`config.mk`:
```
export PLATFORM = sky130hd
export DESIGN_NAME = pulse_width_frame_receiver_unit_flat
export DESIGN_NICKNAME = d
export VERILOG_FILES = /design/src/sv/pwfr_pkg.sv /design/src/sv/pwfr_if.sv /design/src/sv/pwfr_csr.sv /design/src/sv/pwfr_front.sv /design/src/sv/pwfr_back.sv /design/src/sv/pulse_width_frame_receiver_unit.sv /design/src/flat_wrapper.sv
export SDC_FILE = /design/constraint.sdc
export NUM_CORES = 1
export LEC_CHECK = 0
export BUFFER_PORTS_ARGS = -buffer_cell sky130_fd_sc_hd__clkbuf_2
export CAP_MARGIN = 25
export CELL_PAD_IN_SITES_DETAIL_PLACEMENT = 0
export CELL_PAD_IN_SITES_GLOBAL_PLACEMENT = 1
export CORE_MARGIN = 5
export CORE_UTILIZATION = 48
export DETAILED_ROUTE_END_ITERATION = 16
export PLACE_DENSITY_LB_ADDON = 0.12
export SLEW_MARGIN = 10
export SYNTH_ARGS = -nofsm -noshare
export SYNTH_HDL_FRONTEND = slang
export SYNTH_SLANG_ARGS = --single-unit
```
`constraint.sdc`:
```
create_clock -name clock -period 6.14 [get_ports clock]
set_clock_uncertainty 0.1 [all_clocks]
set_input_delay 0.614 -clock clock [delete_from_list [all_inputs] [get_ports clock]]
set_output_delay 0.614 -clock clock [all_outputs]
set_load 0.01 [all_outputs]
```
`src/sv/pwfr_pkg.sv`:
```
`timescale 1ns / 1ps

package pwfr_pkg;

   // Field widths
   localparam int TIME_W  = 32;
   localparam int CSR_W   = 16;
   localparam int EDGE_W  = CSR_W + 1;
   localparam int CSR_IDX_W = 3;
   localparam int PHASE_W = 2;
   localparam int COUNT_W = 7;

   localparam int MAX_BYTES_DEFAULT = 64;

   // Tolerances around the nominal widths
   localparam int START_TOL = 20;
   localparam int BIT_TOL   = 15;
   localparam int END_TOL   = 20;

   // Register indexes
   localparam logic [CSR_IDX_W-1:0] CSR_START_PULSE = 3'd0;
   localparam logic [CSR_IDX_W-1:0] CSR_ZERO_PULSE  = 3'd1;
   localparam logic [CSR_IDX_W-1:0] CSR_ONE_PULSE   = 3'd2;
   localparam logic [CSR_IDX_W-1:0] CSR_END_PULSE   = 3'd3;
   localparam logic [CSR_IDX_W-1:0] CSR_BIT_THRESH  = 3'd4;

   // Register reset values
   localparam int START_RST  = 150;
   localparam int ZERO_RST   = 40;
   localparam int ONE_RST    = 70;
   localparam int END_RST    = 100;
   localparam int THRESH_RST = 55;

   // Phase codes on the result word
   localparam logic [PHASE_W-1:0] PHASE_IDLE  = 2'd0;
   localparam logic [PHASE_W-1:0] PHASE_DATA  = 2'd1;
   localparam logic [PHASE_W-1:0] PHASE_ENDED = 2'd2;

   typedef enum logic [1:0] {
      KIND_CLEAR = 2'd0,
      KIND_RISE  = 2'd1,
      KIND_FALL  = 2'd2
   } kind_type;

   // Queued event between front and back
   typedef struct packed {
      kind_type            kind;
      logic [TIME_W-1:0]   time_us;
   } event_type;

   // Precomputed window edges
   typedef struct packed {
      logic [CSR_W-1:0]  start_lo;
      logic [EDGE_W-1:0] start_hi;
      logic [CSR_W-1:0]  zero_lo;
      logic [EDGE_W-1:0] one_hi;
      logic [CSR_W-1:0]  end_lo;
      logic [CSR_W-1:0]  thresh;
   } window_type;

   typedef struct packed {
      logic [PHASE_W-1:0] phase;
      logic               byte_valid;
      logic [7:0]         byte_value;
      logic               frame_started;
      logic               frame_done;
      logic               frame_aborted;
      logic [COUNT_W-1:0] bytes_received;
   } rsp_type;

   function automatic logic [CSR_W-1:0] sat_sub(input logic [CSR_W-1:0] a, input int b);
      logic [CSR_W-1:0] bb;
      bb = CSR_W'(b);
      return (a >= bb) ? a - bb : '0;
   endfunction

   function automatic logic [EDGE_W-1:0] add_tol(input logic [CSR_W-1:0] a, input int b);
      return EDGE_W'(a) + EDGE_W'(b);
   endfunction

endpackage

```
`src/sv/pwfr_if.sv`:
```
`timescale 1ns / 1ps

interface pwfr_req_if;
   logic                          valid;
   logic                          ready;
   logic                          command;
   logic                          line_level;
   logic [pwfr_pkg::TIME_W-1:0]   time_us;

   modport source (output valid, output command, output line_level, output time_us,
                   input ready);
   modport sink   (input valid, input command, input line_level, input time_us,
                   output ready);
endinterface

interface pwfr_rsp_if;
   logic                          valid;
   logic                          ready;
   logic [pwfr_pkg::PHASE_W-1:0]  phase;
   logic                          byte_valid;
   logic [7:0]                    byte_value;
   logic                          frame_started;
   logic                          frame_done;
   logic                          frame_aborted;
   logic [pwfr_pkg::COUNT_W-1:0]  bytes_received;

   modport source (output valid, output phase, output byte_valid, output byte_value,
                   output frame_started, output frame_done, output frame_aborted,
                   output bytes_received, input ready);
   modport sink   (input valid, input phase, input byte_valid, input byte_value,
                   input frame_started, input frame_done, input frame_aborted,
                   input bytes_received, output ready);
endinterface

```
`src/sv/pwfr_csr.sv`:
```
`timescale 1ns / 1ps

// Config registers, held as ready-made window edges
module pwfr_csr (
   input  logic                              clock,
   input  logic                              reset,
   input  logic                              csr_we,
   input  logic [pwfr_pkg::CSR_IDX_W-1:0]    csr_index,
   input  logic [pwfr_pkg::CSR_W-1:0]        csr_wdata,
   output pwfr_pkg::window_type              win
);

   pwfr_pkg::window_type win_ff, win_in;

   always_comb begin
      win_in = win_ff;
      if (csr_we) begin
         case (csr_index)
            pwfr_pkg::CSR_START_PULSE: begin
               win_in.start_lo = pwfr_pkg::sat_sub(csr_wdata, pwfr_pkg::START_TOL);
               win_in.start_hi = pwfr_pkg::add_tol(csr_wdata, pwfr_pkg::START_TOL);
            end
            pwfr_pkg::CSR_ZERO_PULSE:
               win_in.zero_lo = pwfr_pkg::sat_sub(csr_wdata, pwfr_pkg::BIT_TOL);
            pwfr_pkg::CSR_ONE_PULSE:
               win_in.one_hi = pwfr_pkg::add_tol(csr_wdata, pwfr_pkg::BIT_TOL);
            pwfr_pkg::CSR_END_PULSE:
               win_in.end_lo = pwfr_pkg::sat_sub(csr_wdata, pwfr_pkg::END_TOL);
            pwfr_pkg::CSR_BIT_THRESH:
               win_in.thresh = csr_wdata;
            default: ;
         endcase
      end
   end

   always_ff @(posedge clock) begin
      if (reset) begin
         win_ff.start_lo <= pwfr_pkg::CSR_W'(pwfr_pkg::START_RST - pwfr_pkg::START_TOL);
         win_ff.start_hi <= pwfr_pkg::EDGE_W'(pwfr_pkg::START_RST + pwfr_pkg::START_TOL);
         win_ff.zero_lo  <= pwfr_pkg::CSR_W'(pwfr_pkg::ZERO_RST - pwfr_pkg::BIT_TOL);
         win_ff.one_hi   <= pwfr_pkg::EDGE_W'(pwfr_pkg::ONE_RST + pwfr_pkg::BIT_TOL);
         win_ff.end_lo   <= pwfr_pkg::CSR_W'(pwfr_pkg::END_RST - pwfr_pkg::END_TOL);
         win_ff.thresh   <= pwfr_pkg::CSR_W'(pwfr_pkg::THRESH_RST);
      end else begin
         win_ff <= win_in;
      end
   end

   assign win = win_ff;

endmodule

```
`src/sv/pwfr_front.sv`:
```
`timescale 1ns / 1ps

// Accepts words, sorts them into clear / rise / fall, two-entry queue
module pwfr_front (
   input  logic                  clock,
   input  logic                  reset,
   pwfr_req_if.sink              req_ch,
   output logic                  q_valid,
   output pwfr_pkg::event_type   q_event,
   input  logic                  q_pop
);

   pwfr_pkg::event_type mem_ff [2];
   logic                wr_ptr_ff, wr_ptr_in;
   logic                rd_ptr_ff, rd_ptr_in;
   logic [1:0]          count_ff, count_in;
   logic                push;
   pwfr_pkg::event_type ev;

   assign req_ch.ready = (count_ff != 2'd2);
   assign push         = req_ch.valid && req_ch.ready;

   always_comb begin
      if (req_ch.command)
         ev.kind = pwfr_pkg::KIND_CLEAR;
      else if (req_ch.line_level)
         ev.kind = pwfr_pkg::KIND_RISE;
      else
         ev.kind = pwfr_pkg::KIND_FALL;
      ev.time_us = req_ch.time_us;
   end

   always_comb begin
      wr_ptr_in = push  ? ~wr_ptr_ff : wr_ptr_ff;
      rd_ptr_in = q_pop ? ~rd_ptr_ff : rd_ptr_ff;
      count_in  = count_ff + 2'(push) - 2'(q_pop);
   end

   always_ff @(posedge clock) begin
      if (reset) begin
         wr_ptr_ff <= 1'b0;
         rd_ptr_ff <= 1'b0;
         count_ff  <= 2'd0;
      end else begin
         wr_ptr_ff <= wr_ptr_in;
         rd_ptr_ff <= rd_ptr_in;
         count_ff  <= count_in;
      end
   end

   always_ff @(posedge clock) begin
      if (push)
         mem_ff[wr_ptr_ff] <= ev;
   end

   assign q_valid = (count_ff != 2'd0);
   assign q_event = mem_ff[rd_ptr_ff];

endmodule

```
`src/sv/pwfr_back.sv`:
```
`timescale 1ns / 1ps

// Receiver state machine and result register
module pwfr_back #(
   parameter int MAX_BYTES = pwfr_pkg::MAX_BYTES_DEFAULT
) (
   input  logic                  clock,
   input  logic                  reset,
   input  pwfr_pkg::window_type  win,
   input  logic                  q_valid,
   input  pwfr_pkg::event_type   q_event,
   output logic                  q_pop,
   pwfr_rsp_if.source            rsp_ch
);

   localparam int CNT_W = $clog2(MAX_BYTES + 1);

   typedef enum logic [2:0] {
      ST_IDLE  = 3'b001,
      ST_DATA  = 3'b010,
      ST_ENDED = 3'b100
   } phase_type;

   phase_type                      phase_ff, phase_in;
   logic [pwfr_pkg::TIME_W-1:0]    rise_ff, rise_in;
   logic [7:0]                     shift_ff, shift_in;
   logic [2:0]                     pos_ff, pos_in;
   logic [CNT_W-1:0]               total_ff, total_in;
   logic                           done_ff, done_in;
   logic                           out_valid_ff, out_valid_in;
   pwfr_pkg::rsp_type              out_ff, out_in;

   logic [pwfr_pkg::TIME_W-1:0]    width;
   logic                           in_start, in_bits, past_end, bit_one;
   logic [7:0]                     shift_next;
   logic                           valid, started, aborted;

   assign q_pop = q_valid && (!out_valid_ff || rsp_ch.ready);

   assign width    = q_event.time_us - rise_ff;
   assign in_start = (width >= pwfr_pkg::TIME_W'(win.start_lo)) &&
                     (width <= pwfr_pkg::TIME_W'(win.start_hi));
   assign in_bits  = (width >= pwfr_pkg::TIME_W'(win.zero_lo)) &&
                     (width <= pwfr_pkg::TIME_W'(win.one_hi));
   assign past_end = (width >= pwfr_pkg::TIME_W'(win.end_lo));
   assign bit_one  = (width >= pwfr_pkg::TIME_W'(win.thresh));
   assign shift_next = ((pos_ff == 3'd0) ? 8'd0 : shift_ff) | (8'(bit_one) << pos_ff);

   always_comb begin
      phase_in = phase_ff;
      rise_in  = rise_ff;
      shift_in = shift_ff;
      pos_in   = pos_ff;
      total_in = total_ff;
      done_in  = done_ff;
      valid    = 1'b0;
      started  = 1'b0;
      aborted  = 1'b0;

      case (q_event.kind)
         pwfr_pkg::KIND_RISE:
            rise_in = q_event.time_us;
         pwfr_pkg::KIND_FALL: begin
            case (phase_ff)
               ST_IDLE: begin
                  if (in_start) begin
                     phase_in = ST_DATA;
                     shift_in = 8'd0;
                     pos_in   = 3'd0;
                     total_in = '0;
                     started  = 1'b1;
                  end
               end
               ST_DATA: begin
                  if (in_bits) begin
                     if (total_ff < CNT_W'(MAX_BYTES)) begin
                        shift_in = shift_next;
                        if (pos_ff == 3'd7) begin
                           valid    = 1'b1;
                           total_in = total_ff + 1'b1;
                        end
                        pos_in = pos_ff + 3'd1;
                     end
                  end else if (past_end) begin
                     phase_in = ST_ENDED;
                     done_in  = 1'b1;
                  end else begin
                     aborted = 1'b1;
                  end
               end
               default: ;
            endcase
         end
         default: ;
      endcase

      // clear command, abort, or falling edge after the end pulse
      if (q_event.kind == pwfr_pkg::KIND_CLEAR || aborted ||
          (q_event.kind == pwfr_pkg::KIND_FALL && phase_ff != ST_IDLE &&
           phase_ff != ST_DATA)) begin
         phase_in = ST_IDLE;
         rise_in  = '0;
         shift_in = 8'd0;
         pos_in   = 3'd0;
         total_in = '0;
         done_in  = 1'b0;
      end
   end

   always_comb begin
      case (phase_in)
         ST_DATA:  out_in.phase = pwfr_pkg::PHASE_DATA;
         ST_ENDED: out_in.phase = pwfr_pkg::PHASE_ENDED;
         default:  out_in.phase = pwfr_pkg::PHASE_IDLE;
      endcase
      out_in.byte_valid     = valid;
      out_in.byte_value     = valid ? shift_next : 8'd0;
      out_in.frame_started  = started;
      out_in.frame_done     = done_in;
      out_in.frame_aborted  = aborted;
      out_in.bytes_received = pwfr_pkg::COUNT_W'(total_in);
      out_valid_in = q_pop ? 1'b1 : (rsp_ch.ready ? 1'b0 : out_valid_ff);
   end

   always_ff @(posedge clock) begin
      if (reset) begin
         phase_ff     <= ST_IDLE;
         rise_ff      <= '0;
         shift_ff     <= 8'd0;
         pos_ff       <= 3'd0;
         total_ff     <= '0;
         done_ff      <= 1'b0;
         out_valid_ff <= 1'b0;
      end else begin
         if (q_pop) begin
            phase_ff <= phase_in;
            rise_ff  <= rise_in;
            shift_ff <= shift_in;
            pos_ff   <= pos_in;
            total_ff <= total_in;
            done_ff  <= done_in;
         end
         out_valid_ff <= out_valid_in;
      end
   end

   always_ff @(posedge clock) begin
      if (q_pop)
         out_ff <= out_in;
   end

   assign rsp_ch.valid          = out_valid_ff;
   assign rsp_ch.phase          = out_ff.phase;
   assign rsp_ch.byte_valid     = out_ff.byte_valid;
   assign rsp_ch.byte_value     = out_ff.byte_value;
   assign rsp_ch.frame_started  = out_ff.frame_started;
   assign rsp_ch.frame_done     = out_ff.frame_done;
   assign rsp_ch.frame_aborted  = out_ff.frame_aborted;
   assign rsp_ch.bytes_received = out_ff.bytes_received;

endmodule

```
`src/sv/pulse_width_frame_receiver_unit.sv`:
```
`timescale 1ns / 1ps

// Channel  Dir  Handshake     Word
// req_ch   in   valid/ready   command, line_level, time_us
// rsp_ch   out  valid/ready   phase, byte_valid, byte_value, frame_started,
//                             frame_done, frame_aborted, bytes_received
// csr_*    in   write enable  csr_index, csr_wdata (16 bit)
//
// One word per cycle sustained while rsp_ch keeps taking results; a word taken
// on req_ch is written into the queue entry, then the back end's state update
// writes its result into the result register, from which rsp_ch takes it.
// Throughput is set by the back-end state update, which takes one queued word at a time.
// Synchronous active-high reset; no clearing pass, ready right after reset.
// A stall on rsp_ch fills the two-entry queue, then req_ch.ready drops.

module pulse_width_frame_receiver_unit #(
   parameter int MAX_BYTES = pwfr_pkg::MAX_BYTES_DEFAULT
) (
   input  logic                              clock,
   input  logic                              reset,
   pwfr_req_if.sink                          req_ch,
   pwfr_rsp_if.source                        rsp_ch,
   input  logic                              csr_we,
   input  logic [pwfr_pkg::CSR_IDX_W-1:0]    csr_index,
   input  logic [pwfr_pkg::CSR_W-1:0]        csr_wdata
);

   pwfr_pkg::window_type win;     // window edges, rebuilt on each csr write
   pwfr_pkg::event_type  q_event; // head of the front-to-back queue
   logic                 q_valid;
   logic                 q_pop;

   // Config: stores edges (start +/-20, zero -15, one +15, end -20) directly
   pwfr_csr u_csr (
      .clock     (clock),
      .reset     (reset),
      .csr_we    (csr_we),
      .csr_index (csr_index),
      .csr_wdata (csr_wdata),
      .win       (win)
   );

   // Front end: classify each word and queue it
   pwfr_front u_front (
      .clock   (clock),
      .reset   (reset),
      .req_ch  (req_ch),
      .q_valid (q_valid),
      .q_event (q_event),
      .q_pop   (q_pop)
   );

   // Back end: pulse width measure, phase machine, byte assembly, result reg
   pwfr_back #(
      .MAX_BYTES (MAX_BYTES)
   ) u_back (
      .clock   (clock),
      .reset   (reset),
      .win     (win),
      .q_valid (q_valid),
      .q_event (q_event),
      .q_pop   (q_pop),
      .rsp_ch  (rsp_ch)
   );

endmodule

```
`src/flat_wrapper.sv`:
```
// flat-port wrapper written by rule: the top's interface ports become plain ports
module pulse_width_frame_receiver_unit_flat 
#(
   parameter int MAX_BYTES = pwfr_pkg::MAX_BYTES_DEFAULT
)
  (clock, reset, csr_we, csr_index, csr_wdata, req_ch_valid, req_ch_command, req_ch_line_level, req_ch_time_us, req_ch_ready, rsp_ch_valid, rsp_ch_phase, rsp_ch_byte_valid, rsp_ch_byte_value, rsp_ch_frame_started, rsp_ch_frame_done, rsp_ch_frame_aborted, rsp_ch_bytes_received, rsp_ch_ready);
  pwfr_req_if req_ch_i ();
  pwfr_rsp_if rsp_ch_i ();
  input  logic clock;
  input  logic reset;
  input  logic csr_we;
  input  logic [pwfr_pkg::CSR_IDX_W-1:0] csr_index;
  input  logic [pwfr_pkg::CSR_W-1:0] csr_wdata;
  input wire logic [$bits(req_ch_i.valid)-1:0] req_ch_valid;
  input wire logic [$bits(req_ch_i.command)-1:0] req_ch_command;
  input wire logic [$bits(req_ch_i.line_level)-1:0] req_ch_line_level;
  input wire logic [$bits(req_ch_i.time_us)-1:0] req_ch_time_us;
  output wire logic [$bits(req_ch_i.ready)-1:0] req_ch_ready;
  output wire logic [$bits(rsp_ch_i.valid)-1:0] rsp_ch_valid;
  output wire logic [$bits(rsp_ch_i.phase)-1:0] rsp_ch_phase;
  output wire logic [$bits(rsp_ch_i.byte_valid)-1:0] rsp_ch_byte_valid;
  output wire logic [$bits(rsp_ch_i.byte_value)-1:0] rsp_ch_byte_value;
  output wire logic [$bits(rsp_ch_i.frame_started)-1:0] rsp_ch_frame_started;
  output wire logic [$bits(rsp_ch_i.frame_done)-1:0] rsp_ch_frame_done;
  output wire logic [$bits(rsp_ch_i.frame_aborted)-1:0] rsp_ch_frame_aborted;
  output wire logic [$bits(rsp_ch_i.bytes_received)-1:0] rsp_ch_bytes_received;
  input wire logic [$bits(rsp_ch_i.ready)-1:0] rsp_ch_ready;
  assign req_ch_i.valid = req_ch_valid;
  assign req_ch_i.command = req_ch_command;
  assign req_ch_i.line_level = req_ch_line_level;
  assign req_ch_i.time_us = req_ch_time_us;
  assign req_ch_ready = req_ch_i.ready;
  assign rsp_ch_valid = rsp_ch_i.valid;
  assign rsp_ch_phase = rsp_ch_i.phase;
  assign rsp_ch_byte_valid = rsp_ch_i.byte_valid;
  assign rsp_ch_byte_value = rsp_ch_i.byte_value;
  assign rsp_ch_frame_started = rsp_ch_i.frame_started;
  assign rsp_ch_frame_done = rsp_ch_i.frame_done;
  assign rsp_ch_frame_aborted = rsp_ch_i.frame_aborted;
  assign rsp_ch_bytes_received = rsp_ch_i.bytes_received;
  assign rsp_ch_i.ready = rsp_ch_ready;
  pulse_width_frame_receiver_unit #(.MAX_BYTES(MAX_BYTES)) u_core (.clock(clock), .reset(reset), .req_ch(req_ch_i), .rsp_ch(rsp_ch_i), .csr_we(csr_we), .csr_index(csr_index), .csr_wdata(csr_wdata));
endmodule
```
# ---- Word level (Yosys, flattened, before mapping)
# Memories as Yosys holds them, arrays and structs flattened. A register that Yosys moved wholly into a read port is not among the register bits.
# Cells that the tools add are included.
dict set report totals {
  latchBits 0
  ram_bits 68
  elab_cells 143
  memories 1
  reg_bits 178
  out_inout_bits 23
  romBits 0
}
# name depth word_bits rd rd_ports_with_merged_regs write_ports line_no
set mem_list {}
lappend mem_list {u_core.u_front.mem_ff 2 34 1 1 1 pwfr_front.sv:13} ;# pwfr_pkg::event_type mem_ff [2];
dict set report op_classes {
  magnitude_cmp 9
  n_eq_ne 17
  reduce_logical 26
  addsub 9
  multipliers 0
  muxes 54
  n_bitwise 3
  shift 1
  div 0
}
# cell count
set op_table {}
lappend op_table {{greater-or-equal comparator 32 x 16 -> 1 bit} 4}
lappend op_table {{<= comparator 32 x 17 -> 1 bit} 2}
lappend op_table {{2-to-1 mux 32 bit} 2}
lappend op_table {{2-to-1 mux 8 bit} 6}
lappend op_table {{2-to-1 mux 7 bit} 6}
lappend op_table {{2-to-1 mux 16 bit} 2}
lappend op_table {{subtractor 32 bit} 1}
lappend op_table {{2-to-1 mux 3 bit} 10}
lappend op_table {{2-to-1 mux 1 bit} 21}
lappend op_table {{adder 16 x 4 -> 17 bit, second input constant} 1}
lappend op_table {{adder 16 x 5 -> 17 bit, second input constant} 1}
lappend op_table {{greater-or-equal comparator 16 x 4 -> 1 bit, second input constant} 1}
lappend op_table {{greater-or-equal comparator 16 x 5 -> 1 bit, second input constant} 1}
lappend op_table {{case mux 8 bit (2 select lines)} 1}
lappend op_table {{subtractor 16 x 4 -> 16 bit, second input constant} 1}
lappend op_table {{subtractor 16 x 5 -> 16 bit, second input constant} 1}
lappend op_table {{case mux 7 bit (2 select lines)} 1}
lappend op_table {{AND reduction 2 bit} 7}
lappend op_table {{== test 3 x 2 -> 1 bit, second input constant} 4}
lappend op_table {{case mux 3 bit (2 select lines)} 2}
lappend op_table {{== test 3 bit, second input constant} 3}
lappend op_table {{!= test 3 bit, second input constant} 3}
lappend op_table {{bitwise OR 8 bit} 1}
lappend op_table {{nonzero test 2 bit} 4}
lappend op_table {{other kinds (22)} 33}

# ---- Depth between registers and ports, before layout
dict set report depth {
  depth_word 11
  mapped_depth 27
}

# ---- By module
# A second synthesis with hierarchy kept.
dict set report hier_totals {
  hier_cells 1750
  hier_area_um2 15444.8
}
# mod instances seq_area_each_um2 cells_each area_each_um2
set modules_own_cells {}
lappend modules_own_cells {pwfr_back 1 1731.7 1065 8190.4}
lappend modules_own_cells {pwfr_csr 1 1961.9 548 4544.4}
lappend modules_own_cells {pwfr_front 1 2142.1 137 2710.1}

# ---- Least setup slack after synthesis
# Ideal clock, no wire load.
dict set report synth_path {
  path_type {reg-to-reg}
  startpoint {register with a tool-made name}
  endpoint {register u_core.u_back.rise_ff[1] (netlist bit)}
  synth_period_minus_slack_ns 5.653
  arrival_time_ns 5.416
  slack_ns 0.487
  stages_incl_launch_ff 27
  path_cell_list {dfxtp_1 > clkbuf_1 > clkbuf_1 > mux2_2 > ha_1 > o211ai_1 > a21oi_1 > nor2_1 > o21ai_0 > a21o_1 > a21oi_1 > xnor2_1 > ha_1 > a21o_1 > a21o_1 > a21oi_1 > o21ai_0 > a221oi_1 > a21oi_1 > nor2_1 > nand2_1 > or4_4 > nand2_2 > a21o_1 > buf_2 > buf_4 > a211oi_1}
}
# element line_no
set synth_rtl {}
lappend synth_rtl {{end signal: assignment} pwfr_back.sv:137} ;# rise_ff <= rise_in;
lappend synth_rtl {{end: declaration} pwfr_back.sv:25} ;# logic [pwfr_pkg::TIME_W-1:0] rise_ff, rise_in;

==> run_results.csv <==
group,metric,value,unit
floorplanning,io-pin-count,81,
cts,clk_latency,0.56,ns
grt,grt_pass1_vias,12000,
min_path,hold_path_class,"in2reg",
grt,grt_usage,0.227,
final_layout,syn_to_final_growth,13.0,%
cts,hold_buffers,0,
setup_path,cp_top_family,"compound AO/OA/AOI/OAI gates",
logic_synthesis,synth_common_cells,"nor2_1 (177), dfxtp_1 (158), nand2_1 (155), inv_1 (147), ha_1 (141)",
power_and_ir_drop,finalPower,0.00945,W
timing,rsz0062_at_grt,"no",
timing,slew_headroom,0.389,
setup_path,end_kind,"flip-flop",
cts,cts-root-buf,"clkbuf_16",
logic_synthesis,synth-edff-count,89,
placement,dp_hpwl,30600,um
route,vias,12500,
placement,place.gp.congestion,0.911,
route,firstDrtPassIters,6,
final_layout,final_area,17000,um2
cts,cts_buffer_depth,3,
setup_path,critPathKind,"reg2reg",
final_layout,diodes,0,
setup_path,start_kind,"flip-flop",
cts,cts_tree,"yes",
floorplanning,start_util,0.490,
power_and_ir_drop,pwr_density_cell,555,nW/um2
placement,place_inst,2134,
logic_synthesis,synth_area_leader_cell,"dfxtp_1",
outcome,outcome,"complete, no violations",
setup_path,slowest_delay,0.45,ns
route,vias_per_cell,5.73,
setup_path,critPathMaxFanout,8,
setup_path,cp.required,6.40,ns
cts,cts.sinks,247,
floorplanning,core_area,30700,um2
grt,antenna_found_initial,1,
grt,grt_pass1_wl,65600,um
setup_path,worst_ep_arrival_time,6.14,ns
timing,worst_pin_slew,0.913,ns
timing,min_period,5.88,ns
timing,setup_tns,0,ns
floorplanning,die_h,187,um
logic_synthesis,syn_nets,1915,
logic_synthesis,synth_seq_cells,247,
logic_synthesis,ys_types,88,
timing,drv_slew,0,
timing,fin_crit_sh,0.958,
logic_synthesis,synth_area,15100,um2
final_layout,final_nets,1973,
logic_synthesis,seq_area_frac_synth,0.387,
final_layout,utilization,0.553,
cts,cts.htree.levels,1,
floorplanning,dieArea,35000,um2
timing,hold_viol,0,
placement,placed_area,15900,um2
placement,io_buffers,80,
flow_run,drv_cap,0,
final_layout,layout.cells.non_filler,2191,
setup_path,worst-path-buf-inv,2,
final_layout,drive_above_1_share,0.132,
logic_synthesis,synth_top_area_frac,0.210,
logic_synthesis,synth_cells,1715,
route,drtIter0Drc,729,
grt,grt_overflow_total,0,
cts,cts_buffers,28,
route,drc,0,
setup_path,cp_slowest_cell,"dfxtp_2",
route,routed_wl,41100,um
floorplanning,die_w,187,um
route,wl_per_cell,18.7,um
power_and_ir_drop,power.leakage,6.49,nW
grt,grt_max_degree,67,
min_path,hp-start,"req_ch_time_us[14]",
setup_path,crit_chain,"buf_4 -> mux2_2 -> ha_1 -> nand2_1 -> or3_1 -> a21oi_2 -> nor2_1 -> xnor2_2 -> ha_1 -> nand4_1 -> or2_2 -> a211o_1 -> a21oi_1 -> mux2i_1 -> o2bb2ai_1 -> a31oi_2 -> inv_1 -> a32oi_1 -> nor4b_1",
timing,max_freq,0.170,GHz
logic_synthesis,yosys_warnings,0,
logic_synthesis,syn_area_per_cell,8.78,um2
cts,cts.clk_slew.worst_paths,0.06,ns
final_layout,fill_cells,2885,
logic_synthesis,yosysMostFrequentCell,"nor2_1",
power_and_ir_drop,ir_drop,0.258,mV
logic_synthesis,async_reset_ff_frac,0,
route,drtAntennaViolNets,0,
timing,setup_viol,0,
setup_path,crit_top_cell,"ha_1",
floorplanning,num_rows,64,
logic_synthesis,synth_flop_cell,"dfxtp_1",
logic_synthesis,ys_top_cells_by_area,"dfxtp_1 (21%), edfxtp_1 (18%), ha_1 (12%), nor2_1 (4.4%), nand2_1 (3.9%)",
## cells by family (layout without fill, tap and decap cells)
family	count (synthesis)	in the layout	synth area share
fa+ha+maj	142	142	0.118
simple gates	596	596	0.188
buf+inv	230	310	0.0597
xor+xnor	74	74	0.0430
mux	36	36	0.0264
compound gates	390	390	0.177
flops	247	247	0.387
## timing repair
item / 4_1_cts / 5_1_grt
pin swaps: 0 / 1
endpoints found under the setup margin: 57 / 69
gates resized for setup: 4 / 13
setup buffers: 2 / 2
## layer usage
metal	track usage	share of wire
met5	0	0.00017
met4	0.0506	0.022
met3	0.0286	0.043
met2	0.359	0.44
met1	0.334	0.49
## placed cells by master, fill, tap and decap left out, types with 18 or more instances in the layout
master | netlist | layout
clkbuf_2 | 0 | 79
xnor2_1 | 41 | 37
ha_1 | 141 | 141
nor3_1 | 96 | 96
nand2_1 | 155 | 155
nand4_1 | 29 | 29
clkbuf_16 | 0 | 29
a211oi_1 | 38 | 37
inv_1 | 147 | 147
a21o_1 | 35 | 35
edfxtp_1 | 89 | 89
a21oi_1 | 116 | 116
mux2_2 | 30 | 30
nand2b_1 | 18 | 18
nand3_1 | 29 | 29
o21ai_0 | 46 | 45
dfxtp_1 | 158 | 157
nor2_1 | 177 | 176
xor2_1 | 33 | 30
buf_4 | 5 | 25
## final timing paths
path / cells after the start / endpoint / slack [ns]
worst max-delay path: 19 / u_core.u_back.rsp_ch.phase[1]$_DFFE_PP_ / 0.26
worst min-delay path: 1 / u_core.u_front.mem_ff[1][14]$_DFFE_PP_ / 0.14
worst max register to register: 19 / u_core.u_back.rsp_ch.phase[1]$_DFFE_PP_ / 0.26
worst min register to register: 2 / u_core.u_csr.win[13]$_SDFFE_PP0P_ / 0.35
## sequential cells by signal, indices dropped and copies added, names as in the netlist, 3 cells and up, named ones only
register and flops:
u_core.u_back.phase_ff 3, u_core.u_back.pos_ff 3, u_core.u_back.rise_ff 32, u_core.u_back.rsp_ch.byte_value 8
u_core.u_back.rsp_ch.bytes_received 7, u_core.u_back.shift_ff 8, u_core.u_back.total_ff 7, u_core.u_csr.win 98
u_core.u_front.mem_ff 68
## cell type report
class	instances	area, um2	area share
timing repair buffer	110	697	0.0410
multi-input combinational	1238	8460	0.497
inverter	148	556	0.0326
tap	396	495	0.0291
clock inverter	17	190	0.0112
clock buffer	35	778	0.0457
sequential	247	5840	0.343
## report_power, final
part	internal [W]	leakage, nW	switching [W]
Clock	0.00103	0.469	0.000711
Sequential	0.00194	2.13	0.0000949
Combinational	0.00227	3.89	0.00340
Total	0.00524	6.49	0.00421
## per-stage QoR
stage | hold slack (ns) | setup slack [ns]
after detailed placement | 0.346 | -0.184
after global placement | 0.339 | -0.154
after floorplan | 0.326 | 0.487
after CTS | 0.110 | 0.0467
after global routing | 0.119 | 0.0248
final | 0.141 | 0.259
(Power assumes the default switching activity.)
